===== src/rtl/arp_pkg.sv =====
// Shared types and constants for the ARP cache block.
// Holds the beat structs, the command passed from front to back, and status codes.
// Depends on nothing; every other file in rtl imports it.
package arp_pkg;

    localparam int ENTRIES = 32;
    localparam int IDX_W = (ENTRIES > 1) ? $clog2(ENTRIES) : 1;
    localparam int CNT_W = $clog2(ENTRIES + 1);
    localparam int QUEUE_DEPTH = 2;
    localparam int QPTR_W = $clog2(QUEUE_DEPTH);
    localparam int QCNT_W = $clog2(QUEUE_DEPTH + 1);

    localparam logic [15:0] MIN_PACKET_LEN = 16'd28;
    localparam logic [15:0] OPER_REQUEST = 16'd1;

    localparam logic [1:0] KIND_PACKET = 2'd0;
    localparam logic [1:0] KIND_LOOKUP = 2'd1;
    localparam logic [1:0] KIND_READ = 2'd2;

    localparam logic [1:0] ST_OK = 2'd0;
    localparam logic [1:0] ST_MISS = 2'd1;
    localparam logic [1:0] ST_SHORT = 2'd2;

    typedef struct packed {
        logic [1:0]  kind;
        logic [31:0] ip_in;
        logic [47:0] mac_in;
        logic [15:0] oper;
        logic [31:0] target_ip;
        logic [15:0] packet_length;
        logic [5:0]  entry_index;
    } in_beat_t;

    typedef struct packed {
        logic [1:0]  status;
        logic [47:0] mac_out;
        logic [31:0] ip_out;
        logic        send_reply;
    } out_beat_t;

    typedef enum logic [1:0] {
        OP_LEARN,
        OP_LOOKUP,
        OP_READ,
        OP_FIXED
    } op_t;

    typedef struct packed {
        op_t         op;
        logic [31:0] ip;
        logic [47:0] mac;
        logic [5:0]  idx;
        logic        reply;
        logic [1:0]  status;
    } cmd_t;

    typedef struct packed {
        logic [31:0] ip;
        logic [47:0] mac;
    } entry_t;

endpackage


===== src/rtl/arp_front.sv =====
// Front end of the ARP cache: holds own_ip and turns each input beat into a command.
// Short packets and unused kinds are resolved here. Depends on arp_pkg.
module arp_front (
    input  logic              clk,
    input  logic              rst_n,
    input  logic              cfg_we,
    input  logic [31:0]       cfg_data,
    input  logic              in_valid,
    output logic              in_stall,
    input  arp_pkg::in_beat_t in_data,
    input  logic              q_full,
    output logic              push,
    output arp_pkg::cmd_t     push_cmd
);
    import arp_pkg::*;

    logic [31:0] own_ip_reg;

    always_ff @(posedge clk or negedge rst_n)
    begin
        if (!rst_n)
        begin
            own_ip_reg <= '0;
        end
        else if (cfg_we)
        begin
            own_ip_reg <= cfg_data;
        end
    end

    assign in_stall = q_full;
    assign push = in_valid && !q_full;

    always_comb
    begin
        push_cmd = '{op: OP_FIXED, ip: '0, mac: '0, idx: '0, reply: 1'b0, status: ST_MISS};
        case (in_data.kind)
            KIND_PACKET:
            begin
                if (in_data.packet_length < MIN_PACKET_LEN)
                begin
                    push_cmd.status = ST_SHORT;
                end
                else
                begin
                    push_cmd.op = OP_LEARN;
                    push_cmd.ip = in_data.ip_in;
                    push_cmd.mac = in_data.mac_in;
                    push_cmd.status = ST_OK;
                    push_cmd.reply = (in_data.oper == OPER_REQUEST) &&
                                     (in_data.target_ip == own_ip_reg);
                end
            end
            KIND_LOOKUP:
            begin
                push_cmd.op = OP_LOOKUP;
                push_cmd.ip = in_data.ip_in;
            end
            KIND_READ:
            begin
                push_cmd.op = OP_READ;
                push_cmd.idx = in_data.entry_index;
            end
            default:
            begin
                push_cmd.op = OP_FIXED;
            end
        endcase
    end

endmodule


===== src/rtl/arp_queue.sv =====
// Short command queue between the front end and the table engine of the ARP cache.
// Depth is set by QUEUE_DEPTH in arp_pkg.
module arp_queue (
    input  logic          clk,
    input  logic          rst_n,
    input  logic          push,
    input  arp_pkg::cmd_t push_cmd,
    output logic          full,
    output logic          head_valid,
    output arp_pkg::cmd_t head,
    input  logic          pop
);
    import arp_pkg::*;

    cmd_t              slots_reg [QUEUE_DEPTH];
    logic [QPTR_W-1:0] wr_ptr_reg;
    logic [QPTR_W-1:0] rd_ptr_reg;
    logic [QCNT_W-1:0] count_reg;
    logic [QCNT_W-1:0] count_next;

    assign full = (count_reg == QCNT_W'(QUEUE_DEPTH));
    assign head_valid = (count_reg != '0);
    assign head = slots_reg[rd_ptr_reg];

    always_comb
    begin
        count_next = count_reg;
        if (push && !pop)
        begin
            count_next = count_reg + 1'b1;
        end
        else if (pop && !push)
        begin
            count_next = count_reg - 1'b1;
        end
    end

    always_ff @(posedge clk)
    begin
        if (push)
        begin
            slots_reg[wr_ptr_reg] <= push_cmd;
        end
    end

    always_ff @(posedge clk or negedge rst_n)
    begin
        if (!rst_n)
        begin
            wr_ptr_reg <= '0;
            rd_ptr_reg <= '0;
            count_reg <= '0;
        end
        else
        begin
            if (push)
            begin
                wr_ptr_reg <= (wr_ptr_reg == QPTR_W'(QUEUE_DEPTH - 1)) ? '0 : wr_ptr_reg + 1'b1;
            end
            if (pop)
            begin
                rd_ptr_reg <= (rd_ptr_reg == QPTR_W'(QUEUE_DEPTH - 1)) ? '0 : rd_ptr_reg + 1'b1;
            end
            count_reg <= count_next;
        end
    end

endmodule


===== src/rtl/arp_back.sv =====
// Table engine of the ARP cache: entry memory, valid bits, sequential scan and write-back.
// Takes commands from arp_queue and drives the registered output beat. Depends on arp_pkg.
module arp_back (
    input  logic               clk,
    input  logic               rst_n,
    input  logic               head_valid,
    input  arp_pkg::cmd_t      head,
    output logic               pop,
    output logic               out_valid,
    input  logic               out_stall,
    output arp_pkg::out_beat_t out_data
);
    import arp_pkg::*;

    typedef enum logic [2:0] {
        S_IDLE,
        S_SCAN,
        S_WRITE,
        S_READ,
        S_DONE
    } state_t;

    entry_t            entry_mem [ENTRIES];
    entry_t            rd_entry_reg;

    state_t            state_reg;
    cmd_t              cmd_reg;
    logic [CNT_W-1:0]  issue_reg;
    logic              rd_live_reg;
    logic [IDX_W-1:0]  rd_idx_reg;
    logic              free_found_reg;
    logic [IDX_W-1:0]  free_idx_reg;
    logic [IDX_W-1:0]  slot_reg;
    out_beat_t         res_reg;
    out_beat_t         out_reg;
    logic              out_valid_reg;
    logic [ENTRIES-1:0] valid_reg;

    logic              out_free;
    logic              issuing;
    logic              hit;
    logic              last;
    logic              read_ok;
    logic              mem_we;
    logic [IDX_W-1:0]  mem_ra;

    assign out_valid = out_valid_reg;
    assign out_data = out_reg;
    assign out_free = !out_valid_reg || !out_stall;
    assign pop = (state_reg == S_IDLE) && head_valid;
    assign issuing = (state_reg == S_SCAN) && (issue_reg < CNT_W'(ENTRIES));
    assign hit = rd_live_reg && valid_reg[rd_idx_reg] && (rd_entry_reg.ip == cmd_reg.ip);
    assign last = rd_live_reg && (rd_idx_reg == IDX_W'(ENTRIES - 1));
    assign read_ok = (7'(head.idx) < 7'(ENTRIES)) && valid_reg[head.idx[IDX_W-1:0]];
    assign mem_we = (state_reg == S_WRITE);
    assign mem_ra = (state_reg == S_IDLE) ? head.idx[IDX_W-1:0] : issue_reg[IDX_W-1:0];

    always_ff @(posedge clk)
    begin
        if (mem_we)
        begin
            entry_mem[slot_reg] <= '{ip: cmd_reg.ip, mac: cmd_reg.mac};
        end
        rd_entry_reg <= entry_mem[mem_ra];
    end

    always_ff @(posedge clk or negedge rst_n)
    begin
        if (!rst_n)
        begin
            state_reg <= S_IDLE;
            out_valid_reg <= 1'b0;
            valid_reg <= '0;
            rd_live_reg <= 1'b0;
            free_found_reg <= 1'b0;
        end
        else
        begin
            if ((state_reg == S_DONE) && out_free)
            begin
                out_valid_reg <= 1'b1;
            end
            else if (out_valid_reg && !out_stall)
            begin
                out_valid_reg <= 1'b0;
            end
            case (state_reg)
                S_IDLE:
                begin
                    if (head_valid)
                    begin
                        cmd_reg <= head;
                        issue_reg <= '0;
                        free_found_reg <= 1'b0;
                        case (head.op)
                            OP_LEARN, OP_LOOKUP:
                            begin
                                state_reg <= S_SCAN;
                            end
                            OP_READ:
                            begin
                                if (read_ok)
                                begin
                                    state_reg <= S_READ;
                                end
                                else
                                begin
                                    res_reg <= '{status: ST_MISS, mac_out: '0, ip_out: '0,
                                                 send_reply: 1'b0};
                                    state_reg <= S_DONE;
                                end
                            end
                            default:
                            begin
                                res_reg <= '{status: head.status, mac_out: '0, ip_out: '0,
                                             send_reply: 1'b0};
                                state_reg <= S_DONE;
                            end
                        endcase
                    end
                end
                S_SCAN:
                begin
                    rd_live_reg <= issuing && !hit;
                    if (issuing)
                    begin
                        rd_idx_reg <= issue_reg[IDX_W-1:0];
                        issue_reg <= issue_reg + 1'b1;
                    end
                    if (hit)
                    begin
                        if (cmd_reg.op == OP_LOOKUP)
                        begin
                            res_reg <= '{status: ST_OK, mac_out: rd_entry_reg.mac,
                                         ip_out: rd_entry_reg.ip, send_reply: 1'b0};
                            state_reg <= S_DONE;
                        end
                        else
                        begin
                            slot_reg <= rd_idx_reg;
                            state_reg <= S_WRITE;
                        end
                    end
                    else if (rd_live_reg)
                    begin
                        if (!valid_reg[rd_idx_reg] && !free_found_reg)
                        begin
                            free_found_reg <= 1'b1;
                            free_idx_reg <= rd_idx_reg;
                        end
                        if (last)
                        begin
                            if (cmd_reg.op == OP_LOOKUP)
                            begin
                                res_reg <= '{status: ST_MISS, mac_out: '0, ip_out: '0,
                                             send_reply: 1'b0};
                                state_reg <= S_DONE;
                            end
                            else
                            begin
                                if (free_found_reg)
                                begin
                                    slot_reg <= free_idx_reg;
                                end
                                else if (!valid_reg[rd_idx_reg])
                                begin
                                    slot_reg <= rd_idx_reg;
                                end
                                else
                                begin
                                    slot_reg <= '0;
                                end
                                state_reg <= S_WRITE;
                            end
                        end
                    end
                end
                S_WRITE:
                begin
                    valid_reg[slot_reg] <= 1'b1;
                    res_reg <= '{status: ST_OK, mac_out: cmd_reg.mac, ip_out: cmd_reg.ip,
                                 send_reply: cmd_reg.reply};
                    state_reg <= S_DONE;
                end
                S_READ:
                begin
                    res_reg <= '{status: ST_OK, mac_out: rd_entry_reg.mac,
                                 ip_out: rd_entry_reg.ip, send_reply: 1'b0};
                    state_reg <= S_DONE;
                end
                S_DONE:
                begin
                    if (out_free)
                    begin
                        out_reg <= res_reg;
                        state_reg <= S_IDLE;
                    end
                end
                default:
                begin
                    state_reg <= S_IDLE;
                end
            endcase
        end
    end

endmodule


===== src/rtl/arp_cache_with_reply_decision_top.sv =====
// The ARP cache keeps ENTRIES IPv4-to-MAC pairs in a memory with one read and one write
// port and works on one beat at a time. A learn or lookup scans the memory one entry per
// clock and ends early on a hit. A learn passes the scan, write and done states before
// loading the output register, a lookup scan and done, a valid indexed read read and done;
// other beats go straight to done. An accepted beat is registered in the queue before the
// engine can take it. A two-deep command queue lets input beats be taken while the engine
// works, and a finished beat waits in the output register; while it is stalled the engine
// holds the next result, and the input stalls whenever the queue is full. The valid bits
// clear at reset; no clearing pass is needed.
// Top level; instantiates arp_front, arp_queue and arp_back, and depends on arp_pkg.
module arp_cache_with_reply_decision_top (
    input  logic               clk,
    input  logic               rst_n,
    input  logic               cfg_we,
    input  logic [31:0]        cfg_data,
    input  logic               in_valid,
    output logic               in_stall,
    input  arp_pkg::in_beat_t  in_data,
    output logic               out_valid,
    input  logic               out_stall,
    output arp_pkg::out_beat_t out_data
);
    import arp_pkg::*;

    logic q_full;
    logic push;
    cmd_t push_cmd;
    logic head_valid;
    cmd_t head;
    logic pop;

    arp_front u_front (
        .clk      (clk),
        .rst_n    (rst_n),
        .cfg_we   (cfg_we),
        .cfg_data (cfg_data),
        .in_valid (in_valid),
        .in_stall (in_stall),
        .in_data  (in_data),
        .q_full   (q_full),
        .push     (push),
        .push_cmd (push_cmd)
    );

    arp_queue u_queue (
        .clk        (clk),
        .rst_n      (rst_n),
        .push       (push),
        .push_cmd   (push_cmd),
        .full       (q_full),
        .head_valid (head_valid),
        .head       (head),
        .pop        (pop)
    );

    arp_back u_back (
        .clk        (clk),
        .rst_n      (rst_n),
        .head_valid (head_valid),
        .head       (head),
        .pop        (pop),
        .out_valid  (out_valid),
        .out_stall  (out_stall),
        .out_data   (out_data)
    );

endmodule

===== config.mk =====
export PLATFORM = sky130hd
export DESIGN_NAME = arp_cache_with_reply_decision_top
export DESIGN_NICKNAME = d
export VERILOG_FILES = /design/src/rtl/arp_pkg.sv /design/src/rtl/arp_front.sv /design/src/rtl/arp_queue.sv /design/src/rtl/arp_back.sv /design/src/rtl/arp_cache_with_reply_decision_top.sv
export SDC_FILE = /design/constraint.sdc
export NUM_CORES = 2
export LEC_CHECK = 0
export BUFFER_PORTS_ARGS = -buffer_cell sky130_fd_sc_hd__buf_2
export CAP_MARGIN = 10
export CORE_ASPECT_RATIO = 0.75
export CORE_MARGIN = 2
export CORE_UTILIZATION = 26
export CTS_CLUSTER_SIZE = 30
export DETAILED_ROUTE_END_ITERATION = 10
export SLEW_MARGIN = 40
export SYNTH_ARGS = -nofsm -noshare
export SYNTH_HDL_FRONTEND = slang
export SYNTH_SLANG_ARGS = --single-unit

===== constraint.sdc =====
create_clock -name clk -period 10.5 [get_ports clk]
set_input_delay 1.575 -clock clk [delete_from_list [all_inputs] [get_ports clk]]
set_output_delay 1.575 -clock clk [all_outputs]
set_load 0.005 [all_outputs]

==> impl_metrics.csv <==
group,metric,value,unit
cts,h-tree-depth,5,
yosys,ys_seq_elements,3166,
yosys,syn_area_per_cell,22.6,sq um
floorplan,initial_core_util,26.2,%
cts,cts_resized,0,
cts,cts_sinks,3166,
timing,max_slew_margin,39.0,%
timing,hold_viol_final,0,
place,dp_hpwl,171000,um
timing,finalCritPeriodShare,45.7,%
timing,maxSlewViolCount,0,
cells_and_area,nNetsFinal,6071,
floorplan,fp.coreArea,458000,sq um
setup_path,cp_max_fo,35,
cts,ctsRootBufferMaster,"clkbuf_16",
place,dp.cells,11600,
timing,period_needed,4.80,ns
cells_and_area,area_growth,17.8,%
grt,grt_pass1_wl,441000,um
place,numPortBuffers,271,
route,firstDrtPassIters,6,
power_and_ir_drop,ir_worst_vdd,0.360,mV
timing,fin_skew,0.0688,ns
yosys,yosysSeqAreaShare,78.3,%
setup_path,cp-start-kind,"register",
place,placed_area,130000,sq um
floorplan,io_pins,274,
cells_and_area,final_common_cell,"edfxtp_1",
cells_and_area,finalInstanceArea,141000,sq um
grt,grtUsageTotal,13.0,%
floorplan,dieArea,467000,sq um
yosys,yosys_warnings,0,
cts,cts_tree,"yes",
grt,grt_max_degree,95,
yosys,synthesis.nets,5492,
grt,overflow,0,
yosys,synth_area_leaders,"edfxtp_1 75%, mux4_2 12%, mux2i_1 2.2%",
yosys,synth_ff_type,"edfxtp_1",
yosys,ys_types,53,
timing,rsz0062_at_grt,"false",
power_and_ir_drop,static-leakage-power,44.9,nW
power_and_ir_drop,power_density,295,nW/um^2
floorplan,fp-row-count,215,
status,status,"finished, final reports clean",
route,dr.first_iter.drc_count,6960,
place,routabilityCongestion,0.782,
timing,tightestPinTransition,0.915,ns
cells_and_area,layout_common_cells,"3012 x edfxtp_1, 644 x mux4_2, 334 x clkbuf_16, 270 x buf_2, 262 x mux2i_1",
cells_and_area,largest_reg_flops,2560,
power_and_ir_drop,seq_power_share,38.7,%
route,drc_errors,0,
yosys,syn_area,120000,sq um
worst_hold_path,min_path_type,"reg -> reg",
yosys,synth_cells,5301,
route,wl_per_cell,25.7,um
floorplan,fp.dieW,788,um
route,num_vias,57100,
setup_path,worstPathArrival,5.35,ns
power_and_ir_drop,switchingPower,13.3,mW
power_and_ir_drop,pwr-share-comb,33.9,%
cts,clk_pin_slew,0.06,ns
yosys,async_reset_ff_share,2.34,%
timing,setup_ws,5.70,ns
yosys,synth-edff-count,3012,
cts,insertion_delay,0.96,ns
job,max_cap_viol_count,0,
yosys,synth_area_leader_cell,"edfxtp_1",
cts,cts_buffers,329,
setup_path,path_class,"reg -> reg",
cts,clk_path_buf_depth,4,
timing,fmax,0.208,GHz
route,vias_per_cell,4.67,
timing,setup_tns,0,ns
route,final_antenna_net_count,0,
power_and_ir_drop,pwr-share-clk,27.4,%
place,dp_slack,5.33,ns
grt,grt_pass1_vias,57900,
power_and_ir_drop,internal-power,28.4,mW
floorplan,die_h,592,um
route,routed_wl,314000,um
grt,antenna_found_initial,22,
setup_path,cp-end-kind,"register",
setup_path,required,11.05,ns
yosys,synth_top_cell_area_share,75.4,%
cells_and_area,layout-drive-gt1-share,31.1,%
cts,cts_hold_buf,0,
cells_and_area,stdcell_count,12200,
timing,setup_violations,0,
power_and_ir_drop,switching_share,31.9,%
cts,cts_setup_buffers,0,
[cells in the mapped netlist (all sizes together), types with 7 or more instances]
cell type / instances
nand4: 12
nand2b: 9
buf: 174
and2: 89
a22o: 85
or2: 35
clkbuf: 94
dfxtp: 80
xor2: 35
a32o: 80
nor2b: 9
dfrtp: 74
nor4: 16
o21ai: 7
edfxtp: 3012
mux4: 644
nand2: 199
inv: 10
nand3b: 7
a221oi: 81
xnor2: 38
mux2: 114
mux2i: 263
nor2: 65
nand3: 12
[per-stage QoR]
stage,power [mW],utilization [%],hold WS [ns]
2_1_floorplan,26.6,-,0.400
5_1_grt,43.5,30.8,0.419
4_1_cts,42.0,30.6,0.418
3_3_place_gp,30.2,28.1,0.411
3_5_place_dp,30.6,28.3,0.405
6_report,41.7,30.8,0.405
[routing by layer]
| layer | part of all wire, % | GRT usage, % |
|---|---|---|
| met1 | 42 | 18.1 |
| met2 | 48 | 21.4 |
| met3 | 7.2 | 2.09 |
| met4 | 2.3 | 2.90 |
| met5 | 0.013 | 0 |
[kinds of logic after synthesis]
family          synth area share (%)
mux                             15.4
simple gates                    1.94
compound gates                  2.54
buf+inv                         1.32
xor+xnor                       0.533
flops                           78.3
fa+ha+maj                     0.0209
[power by group through the flow]
stage                     combinational, mW  clock (mW)  sequential (mW)
final                                  14.1        11.4             16.1
after global routing                   15.1        12.1             16.2
after CTS                              14.0        11.7             16.4
after detailed placement               13.9           0             16.6
after global placement                 13.5           0             16.7
after floorplan                        10.2           0             16.4
[final cells by class]
| type | instances | area (sq um) |
|---|---|---|
| Timing Repair Buffer | 516 | 4280 |
| Inverter | 10 | 37.5 |
| Tap cell | 6076 | 7600 |
| Antenna cell | 9 | 22.5 |
| Clock inverter | 144 | 1510 |
| Clock buffer | 455 | 9060 |
| Fill cell | 43600 | 317000 |
| Multi-Input combinational cell | 1857 | 24900 |
| Sequential cell | 3166 | 93900 |
[final timing paths]
kind	start	end	slack [ns]	cells past startpoint
worst max-delay path	u_back.cmd_reg[86]	u_back.res_reg[64]	5.70	10
worst min-delay path	u_back.res_reg[38]	u_back.out_data[38]	0.40	0
worst max register to register	u_back.cmd_reg[86]	u_back.res_reg[64]	5.70	10
worst min register to register	u_back.res_reg[38]	u_back.out_data[38]	0.40	0
max in group asynchronous	rst_n	u_queue.rd_ptr_reg	8.88	2
min in group asynchronous	rst_n	u_front.own_ip_reg[4]	0.60	1
[worst max-delay path: stages, from the launching register on]
cell and delay [ns]:
edfxtp_1 0.54, buf_6 0.24, xnor2_1 0.29, nand4_1 0.20, nor4_2 0.65, nand4_1 0.44, nor4_1 0.40, o21ai_0 0.23
nor3_2 0.19, buf_4 0.55, buf_6 0.58
Power figures use the tool's default switching activity.
